File: src/rtl/nncs_pkg.sv
// ----------------------------------------------------------------------------
// nncs_pkg
// Shared constants, codes and types of the nearest neighbor channel sampler.
// ----------------------------------------------------------------------------
package nncs_pkg;

  // Image geometry limits.
  localparam int MAX_SOURCE_SIDE = 64;
  localparam int MAX_TARGET_SIDE = 4096;
  localparam int PIX_DEPTH       = MAX_SOURCE_SIDE * MAX_SOURCE_SIDE;

  // Field and datapath widths.
  localparam int SIDE_W    = 7;
  localparam int TGT_W     = 13;
  localparam int COORD_W   = 12;
  localparam int ADDR_W    = 12;
  localparam int PIX_W     = 32;
  localparam int CHAN_W    = 2;
  localparam int MASK_W    = 4;
  localparam int CFG_IDX_W = 2;
  localparam int CFG_DAT_W = 13;

  // The mapped coordinate is always below the source side, so six bits do.
  localparam int QUOT_W     = $clog2(MAX_SOURCE_SIDE);
  localparam int STEP_W     = $clog2(QUOT_W);
  localparam int PROD_W     = COORD_W + SIDE_W;
  localparam int IDX_FULL_W = QUOT_W + SIDE_W;

  // Register indexes of the configuration port.
  localparam logic [CFG_IDX_W-1:0] CFG_SOURCE_SIDE    = 2'd0;
  localparam logic [CFG_IDX_W-1:0] CFG_TARGET_SIDE    = 2'd1;
  localparam logic [CFG_IDX_W-1:0] CFG_SOURCE_CHANNEL = 2'd2;
  localparam logic [CFG_IDX_W-1:0] CFG_DEST_CHANNEL   = 2'd3;

  // Request kinds carried in tuser.
  localparam logic OP_WRITE  = 1'b0;
  localparam logic OP_SAMPLE = 1'b1;

  // Start of a coordinate mapping.
  typedef struct packed {
    logic               start;
    logic [COORD_W-1:0] coord_x;
    logic [COORD_W-1:0] coord_y;
    logic [SIDE_W-1:0]  side;
    logic [TGT_W-1:0]   target;
  } map_req_t;

  // Finished coordinate mapping.
  typedef struct packed {
    logic              done;
    logic [QUOT_W-1:0] sx;
    logic [QUOT_W-1:0] sy;
  } map_rsp_t;

endpackage

File: src/rtl/nncs_coord_map.sv
// ----------------------------------------------------------------------------
// nncs_coord_map
// Maps a target coordinate pair to source coordinates by nearest neighbor,
// using a restoring divider that retires one quotient bit per cycle per axis.
// ----------------------------------------------------------------------------
module nncs_coord_map (
  input  logic                clk,
  input  logic                rst,
  input  nncs_pkg::map_req_t  req,
  output nncs_pkg::map_rsp_t  rsp
);

  localparam int DIV_SHIFT = nncs_pkg::QUOT_W - 1;

  logic                              busy;
  logic                              done;
  logic [nncs_pkg::STEP_W-1:0]       step;
  logic [nncs_pkg::PROD_W-1:0]       rem_x;
  logic [nncs_pkg::PROD_W-1:0]       rem_y;
  logic [nncs_pkg::PROD_W-1:0]       div;
  logic [nncs_pkg::QUOT_W-1:0]       q_x;
  logic [nncs_pkg::QUOT_W-1:0]       q_y;
  logic                              sat_x;
  logic                              sat_y;
  logic [nncs_pkg::QUOT_W-1:0]       side_m1;

  // Control: busy while the quotient bits are retired, then a done pulse.
  always_ff @(posedge clk) begin
    if (rst) begin
      busy <= 1'b0;
      done <= 1'b0;
      step <= '0;
    end else begin
      done <= busy && (step == '0);
      if (req.start) begin
        busy <= 1'b1;
        step <= nncs_pkg::STEP_W'(DIV_SHIFT);
      end else if (busy) begin
        step <= step - 1'b1;
        if (step == '0) begin
          busy <= 1'b0;
        end
      end
    end
  end

  // Datapath. A coordinate at or beyond the target side saturates to side-1;
  // otherwise the quotient is below the side and fits the quotient width.
  always_ff @(posedge clk) begin
    if (req.start) begin
      rem_x   <= nncs_pkg::PROD_W'(req.coord_x) * nncs_pkg::PROD_W'(req.side);
      rem_y   <= nncs_pkg::PROD_W'(req.coord_y) * nncs_pkg::PROD_W'(req.side);
      div     <= nncs_pkg::PROD_W'(req.target) << DIV_SHIFT;
      q_x     <= '0;
      q_y     <= '0;
      sat_x   <= {1'b0, req.coord_x} >= req.target;
      sat_y   <= {1'b0, req.coord_y} >= req.target;
      side_m1 <= nncs_pkg::QUOT_W'(req.side - 1'b1);
    end else if (busy) begin
      if (rem_x >= div) begin
        rem_x <= rem_x - div;
        q_x   <= {q_x[nncs_pkg::QUOT_W-2:0], 1'b1};
      end else begin
        q_x   <= {q_x[nncs_pkg::QUOT_W-2:0], 1'b0};
      end
      if (rem_y >= div) begin
        rem_y <= rem_y - div;
        q_y   <= {q_y[nncs_pkg::QUOT_W-2:0], 1'b1};
      end else begin
        q_y   <= {q_y[nncs_pkg::QUOT_W-2:0], 1'b0};
      end
      div <= div >> 1;
    end
  end

  assign rsp.done = done;
  assign rsp.sx   = sat_x ? side_m1 : q_x;
  assign rsp.sy   = sat_y ? side_m1 : q_y;

endmodule

File: config.mk
export PLATFORM = sky130hd
export DESIGN_NAME = nncs_coord_map
export DESIGN_NICKNAME = d
export VERILOG_FILES = /design/src/rtl/nncs_pkg.sv /design/src/rtl/nncs_coord_map.sv
export SDC_FILE = /design/constraint.sdc
export NUM_CORES = 1
export LEC_CHECK = 0
export ABC_AREA = 1
export BUFFER_PORTS_ARGS = -buffer_cell sky130_fd_sc_hd__buf_2
export CORE_AREA = 4 4 190 192
export DETAILED_ROUTE_END_ITERATION = 16
export DIE_AREA = 0 0 194 196
export HOLD_SLACK_MARGIN = 0.08
export PLACE_DENSITY_LB_ADDON = 0.15
export SYNTH_ARGS = -nofsm -noshare
export SYNTH_HDL_FRONTEND = slang
export SYNTH_SLANG_ARGS = --single-unit
File: constraint.sdc
create_clock -name clk -period 4.8 [get_ports clk]
set_input_delay 0.24 -clock clk [delete_from_list [all_inputs] [get_ports clk]]
set_output_delay 0.24 -clock clk [all_outputs]
set_load 0.1 [all_outputs]
# ---- Yosys cells after proc, flatten, opt, wreduce, memory -nomap -nowiden
# Index checks and enable logic that the tools add are counted.
dict set report totals {
  register_bits 81
  in_bits 47
  output_inout_bits 13
  elab_cells 48
}
dict set report classes {
  n_addsub 4
  multipliers 2
  order_cmp 4
  n_mux 17
  reduce_logical 8
}
# op count
set ops {}
lappend ops {{19-bit 2-to-1 mux} 6}
lappend ops {{19-bit by 18-bit >= comparator with 1-bit output} 2}
lappend ops {{12-bit by 7-bit multiplier with 19-bit output} 2}
lappend ops {{19-bit by 18-bit subtractor with 19-bit output} 2}
lappend ops {{18-bit 2-to-1 mux} 2}
lappend ops {{12-bit by 13-bit >= comparator with 1-bit output} 2}
lappend ops {{6-bit 2-to-1 mux} 2}
lappend ops {{3-bit 2-to-1 mux} 2}
lappend ops {{2-bit nonzero test} 3}
lappend ops {{6-bit by 1-bit subtractor with 6-bit output, second input constant} 1}
lappend ops {{1-bit 2-to-1 mux} 5}
lappend ops {{2-bit AND reduction} 2}
lappend ops {{3-bit logical NOT} 1}
lappend ops {{3-bit by 1-bit subtractor with 3-bit output, second input constant} 1}
lappend ops {{2-bit OR reduction} 1}
lappend ops {{1-bit logical AND} 1}

# ---- Logic depth before layout (Yosys ltp)
dict set report depth {
  depth_word 4
  mapped_depth 24
  depth_no_buf 22
}

# ---- Worst setup path before layout
# No wires, ideal clock.
dict set report synth_timing {
  path_kind {input -> register}
  startpoint {input port req[16] in the netlist's numbering}
  endpoint {register rem_y[16] in the netlist's numbering (data pin)}
  setup_ps 254
  arrival_time_ps 4130
  required_ps 4546
  setup_slack_ps 416
  stages 19
  n_path_buf 2
  path_cell_list {clkbuf_1 -> buf_1 -> nand2_1 -> fa_1 -> fa_1 -> inv_1 -> fa_1 -> inv_1 -> fa_1 -> inv_1 -> ha_1 -> nand2_1 -> inv_1 -> a21oi_1 -> nor2_1 -> nor2_1 -> nand3b_1 -> nand3_1 -> nand2_1}
}
dict set report synth_via {
  elab_chain_len 2
}
# item line
set synth_lines {}
lappend synth_lines {{start: declaration} nncs_coord_map.sv:9} ;# input nncs_pkg::map_req_t req,
lappend synth_lines {{12-bit by 7-bit multiplier with 19-bit output} nncs_coord_map.sv:52} ;# rem_y <= nncs_pkg::PROD_W'(req.coord_y) * nncs_pkg::PROD_W'(req.side);
lappend synth_lines {{19-bit 2-to-1 mux} nncs_coord_map.sv:50} ;# if (req.start) begin
lappend synth_lines {{end signal: assignment} nncs_coord_map.sv:52}
lappend synth_lines {{end signal: assignment} nncs_coord_map.sv:67} ;# rem_y <= rem_y - div;
lappend synth_lines {{end: declaration} nncs_coord_map.sv:19} ;# logic [nncs_pkg::PROD_W-1:0] rem_y;
# Every way passes these cells.
# A chain may end at the register's enable or synchronous reset.

# ---- Worst setup path in the final report
dict set report layout_timing {
  startpoint {input port req[15] in the netlist's numbering}
  endpoint {register rem_y[16] in the netlist's numbering (data pin)}
}
# The elaborated chain is that of the path after synthesis.

==> impl_metrics.py <==
metrics = {
    "yosys": {
        "synth-seq-area-share": 0.186,
        "syn-cell-area_mm2": 0.0119,
        "syn_nets": 1984,
        "synth_warnings": 0,
        "synth_seq_cells": 81,
        "synth_edf_count": 59,
        "syn_inst": 1700,
        "async_reset_ff_frac": 0,
        "ys.flop_type": "edfxtp_1",
        "ys_types": 39,
        "synth.avg_cell_area_um2": 6.99,
    },
    "sta": {
        "min_period_over_period": 0.865,
        "fmax_mhz": 241,
        "relSlewSlack": 0.276,
        "hold_viol_final": 0,
        "finClkSkew_ns": 0.0107,
        "worst_pin_slew_ns": 1.08,
        "grt_setup_unrepaired": "no",
        "holdWs_ns": 0.280,
        "slew_violations": 0,
        "setup_violations": 0,
        "fin_tns_setup_ns": 0,
        "worst_slack_ns": 0.646,
        "final.min_clock_period_ns": 4.15,
    },
    "floorplanning": {
        "fp-row-count": 68,
        "die_y_um": 196,
        "start_util": 0.346,
        "dieWidth_um": 194,
        "ios": 60,
        "dieArea_mm2": 0.0380,
        "coreArea_mm2": 0.0344,
    },
    "finish": {
        "nFillCells": 3732,
        "instances_no_fill": 2208,
        "finalInstanceArea_mm2": 0.0130,
        "drive_gt1_frac": 0.0730,
        "layout.nets": 2032,
        "antenna_cells": 0,
        "seqCellArea_mm2": 0.00221,
        "postLayoutCoreUtil": 0.379,
        "synthToLayoutAreaGrowth_pct": 9.44,
        "multi_input_area_mm2": 0.00806,
    },
    "place": {
        "dp_slack_ns": 0.278,
        "place_congestion": 0.880,
        "placed_area_mm2": 0.0127,
        "port_buffers": 59,
        "hpwl_um": 28200,
        "place_inst": 2191,
    },
    "clock_network": {
        "cts_tree": "built",
        "cts.clk_slew.worst_paths_ns": 0.07,
        "cts_sinks": 81,
        "cts-root-buf": "clkbuf_16",
        "clock_path_buffers": 2,
        "htreeDepth": 3,
        "post_cts_buffers": 0,
        "cts_buffers": 9,
        "insertion_delay_ns": 0.35,
    },
    "pwr": {
        "p_comb_frac": 0.696,
        "p_leak_nw": 7.43,
        "power.density_mw_per_mm2": 464,
        "switching_share": 0.524,
        "pwr-share-clk": 0.122,
        "power.total_mw": 6.03,
        "p_seq_frac": 0.183,
        "p_sw_mw": 3.16,
        "ir_worst_vdd_mv": 0.172,
        "p_int_mw": 2.87,
    },
    "drt": {
        "wirelength_um": 34200,
        "drt-pass1-iter-count": 5,
        "ant_nets": 0,
        "wl_per_cell_um": 15.5,
        "drt_first_iter_violations": 647,
        "drc_errors": 0,
        "viasPerCell": 4.74,
        "vias": 10500,
    },
    "worst_setup_path": {
        "crit_path_max_fanout": 17,
        "critPathRequiredTime_ns": 4.90,
        "regToRegSetupSlack_ns": 1.86,
        "cp.arrival_ns": 4.26,
        "worstSetupStartpointType": "input port",
        "worstSetupPathType": "input port to register",
        "cp-end-kind": "register",
    },
    "global_routing": {
        "grt_pass1_wl_um": 55900,
        "antenna_found_initial": 0,
        "grt_max_degree": 43,
        "grt_pass1_vias": 10300,
        "grt_usage": 0.182,
        "grt_overflow": 0,
    },
    "hold_path": {
        "hp-class": "input port to register",
    },
    "run_status": {
        "status": "finished clean",
    },
    "flow_run": {
        "drv_cap": 0,
    },
}
## Yosys cell counts (12+ instances only)
master / number / share of area
o22ai_1: 27 / 0.014
dfxtp_1: 22 / 0.037
a21oi_1: 80 / 0.034
fa_1: 100 / 0.17
xor2_1: 14 / 0.010
o21ai_0: 59 / 0.025
nor3_1: 15 / 0.0063
nor2_1: 75 / 0.024
ha_1: 137 / 0.14
nand2_2: 16 / 0.0084
edfxtp_1: 59 / 0.15
clkbuf_1: 24 / 0.0076
nand3_1: 79 / 0.033
nand3b_1: 25 / 0.016
inv_1: 378 / 0.12
nand2_1: 521 / 0.16
inv_2: 12 / 0.0038
## kinds of logic after synthesis
group	after synthesis	synth area share
AO/OA/AOI/OAI	178	0.0815
adder cells (fa/ha/maj)	237	0.313
buffers and inverters	426	0.136
XOR/XNOR	20	0.0147
flip-flops	81	0.186
AND/OR/NAND/NOR	758	0.269
## state kept, by name, indices dropped and copies added, names as in the netlist
signal,flops
done,1
q_y,6
side_m1,6
busy,1
rem_y,19
div,18
rem_x,19
sat_y,1
q_x,6
sat_x,1
step,3
## worst paths after layout
kind | from | end | cells after the start
setup / recovery | req[15] | rem_y[16] | 18
hold / removal | req[12] | div[17] | 3
setup reg to reg | div[9] | rem_y[9] | 10
hold reg to reg | q_x[0] | q_x[0] | 2
## what timing repair did
item | in CTS | in global routing
hold endpoints to repair | 2 | 0
gates resized for setup | 0 | 0
hold buffers | 1 | 0
## worst max-delay path: stages
cell and delay [ns]:
buf_2 0.37, nand2_1 0.14, fa_1 0.50, fa_1 0.52, inv_1 0.06, fa_1 0.52, inv_1 0.05, fa_1 0.53
inv_1 0.04, ha_1 0.35, nand2_1 0.13, inv_1 0.06, a21oi_1 0.24, nor2_1 0.07, nor2_1 0.14, nand3b_1 0.09
nand3_1 0.11, nand2_1 0.06
## final cells by class
type / instances / area share
Multi-Input combinational cell: 1193 / 0.619
Clock inverter: 7 / 0.00635
Inverter: 390 / 0.113
Tap cell: 455 / 0.0438
Sequential cell: 81 / 0.170
Timing Repair Buffer: 73 / 0.0310
Clock buffer: 9 / 0.0173
## power groups by stage
| stage | clock network [mW] | logic (mW) | registers [mW] |
|---|---|---|---|
| after floorplan | 0 | 3.17 | 1.07 |
| after global placement | 0 | 4.17 | 1.11 |
| after detailed placement | 0 | 4.17 | 1.12 |
| after CTS | 0.749 | 4.20 | 1.10 |
| after global routing | 0.778 | 4.88 | 1.12 |
| final | 0.735 | 4.20 | 1.10 |
## layout by cell type (no fill, tap or decap), types with 6 or more instances in the layout
| cell | netlist | layout |
|---|---|---|
| ha_1 | 137 | 137 |
| nor2_1 | 75 | 75 |
| nand3b_1 | 25 | 25 |
| inv_2 | 12 | 12 |
| dfxtp_1 | 22 | 22 |
| edfxtp_1 | 59 | 59 |
| clkbuf_16 | 0 | 9 |
| a21oi_1 | 80 | 80 |
| inv_1 | 378 | 378 |
| o22ai_1 | 27 | 27 |
| nor3_1 | 15 | 15 |
| nand3_1 | 79 | 79 |
| fa_1 | 100 | 100 |
| nand2_1 | 521 | 521 |
| xor2_1 | 14 | 14 |
| nand2_2 | 16 | 16 |
| nand4_1 | 11 | 11 |
| xnor2_1 | 6 | 6 |
| buf_4 | 2 | 13 |
| buf_2 | 4 | 59 |
| o21ai_0 | 59 | 59 |
## per-layer routing
metal,global-route usage,wire length [µm],vias up
li1,-,-,5377
met1,0.276,17800,4861
met2,0.279,14500,206
met3,0.0187,1310,26
met4,0.0419,585,0
met5,0,0,-
(Power assumes the default switching activity.)
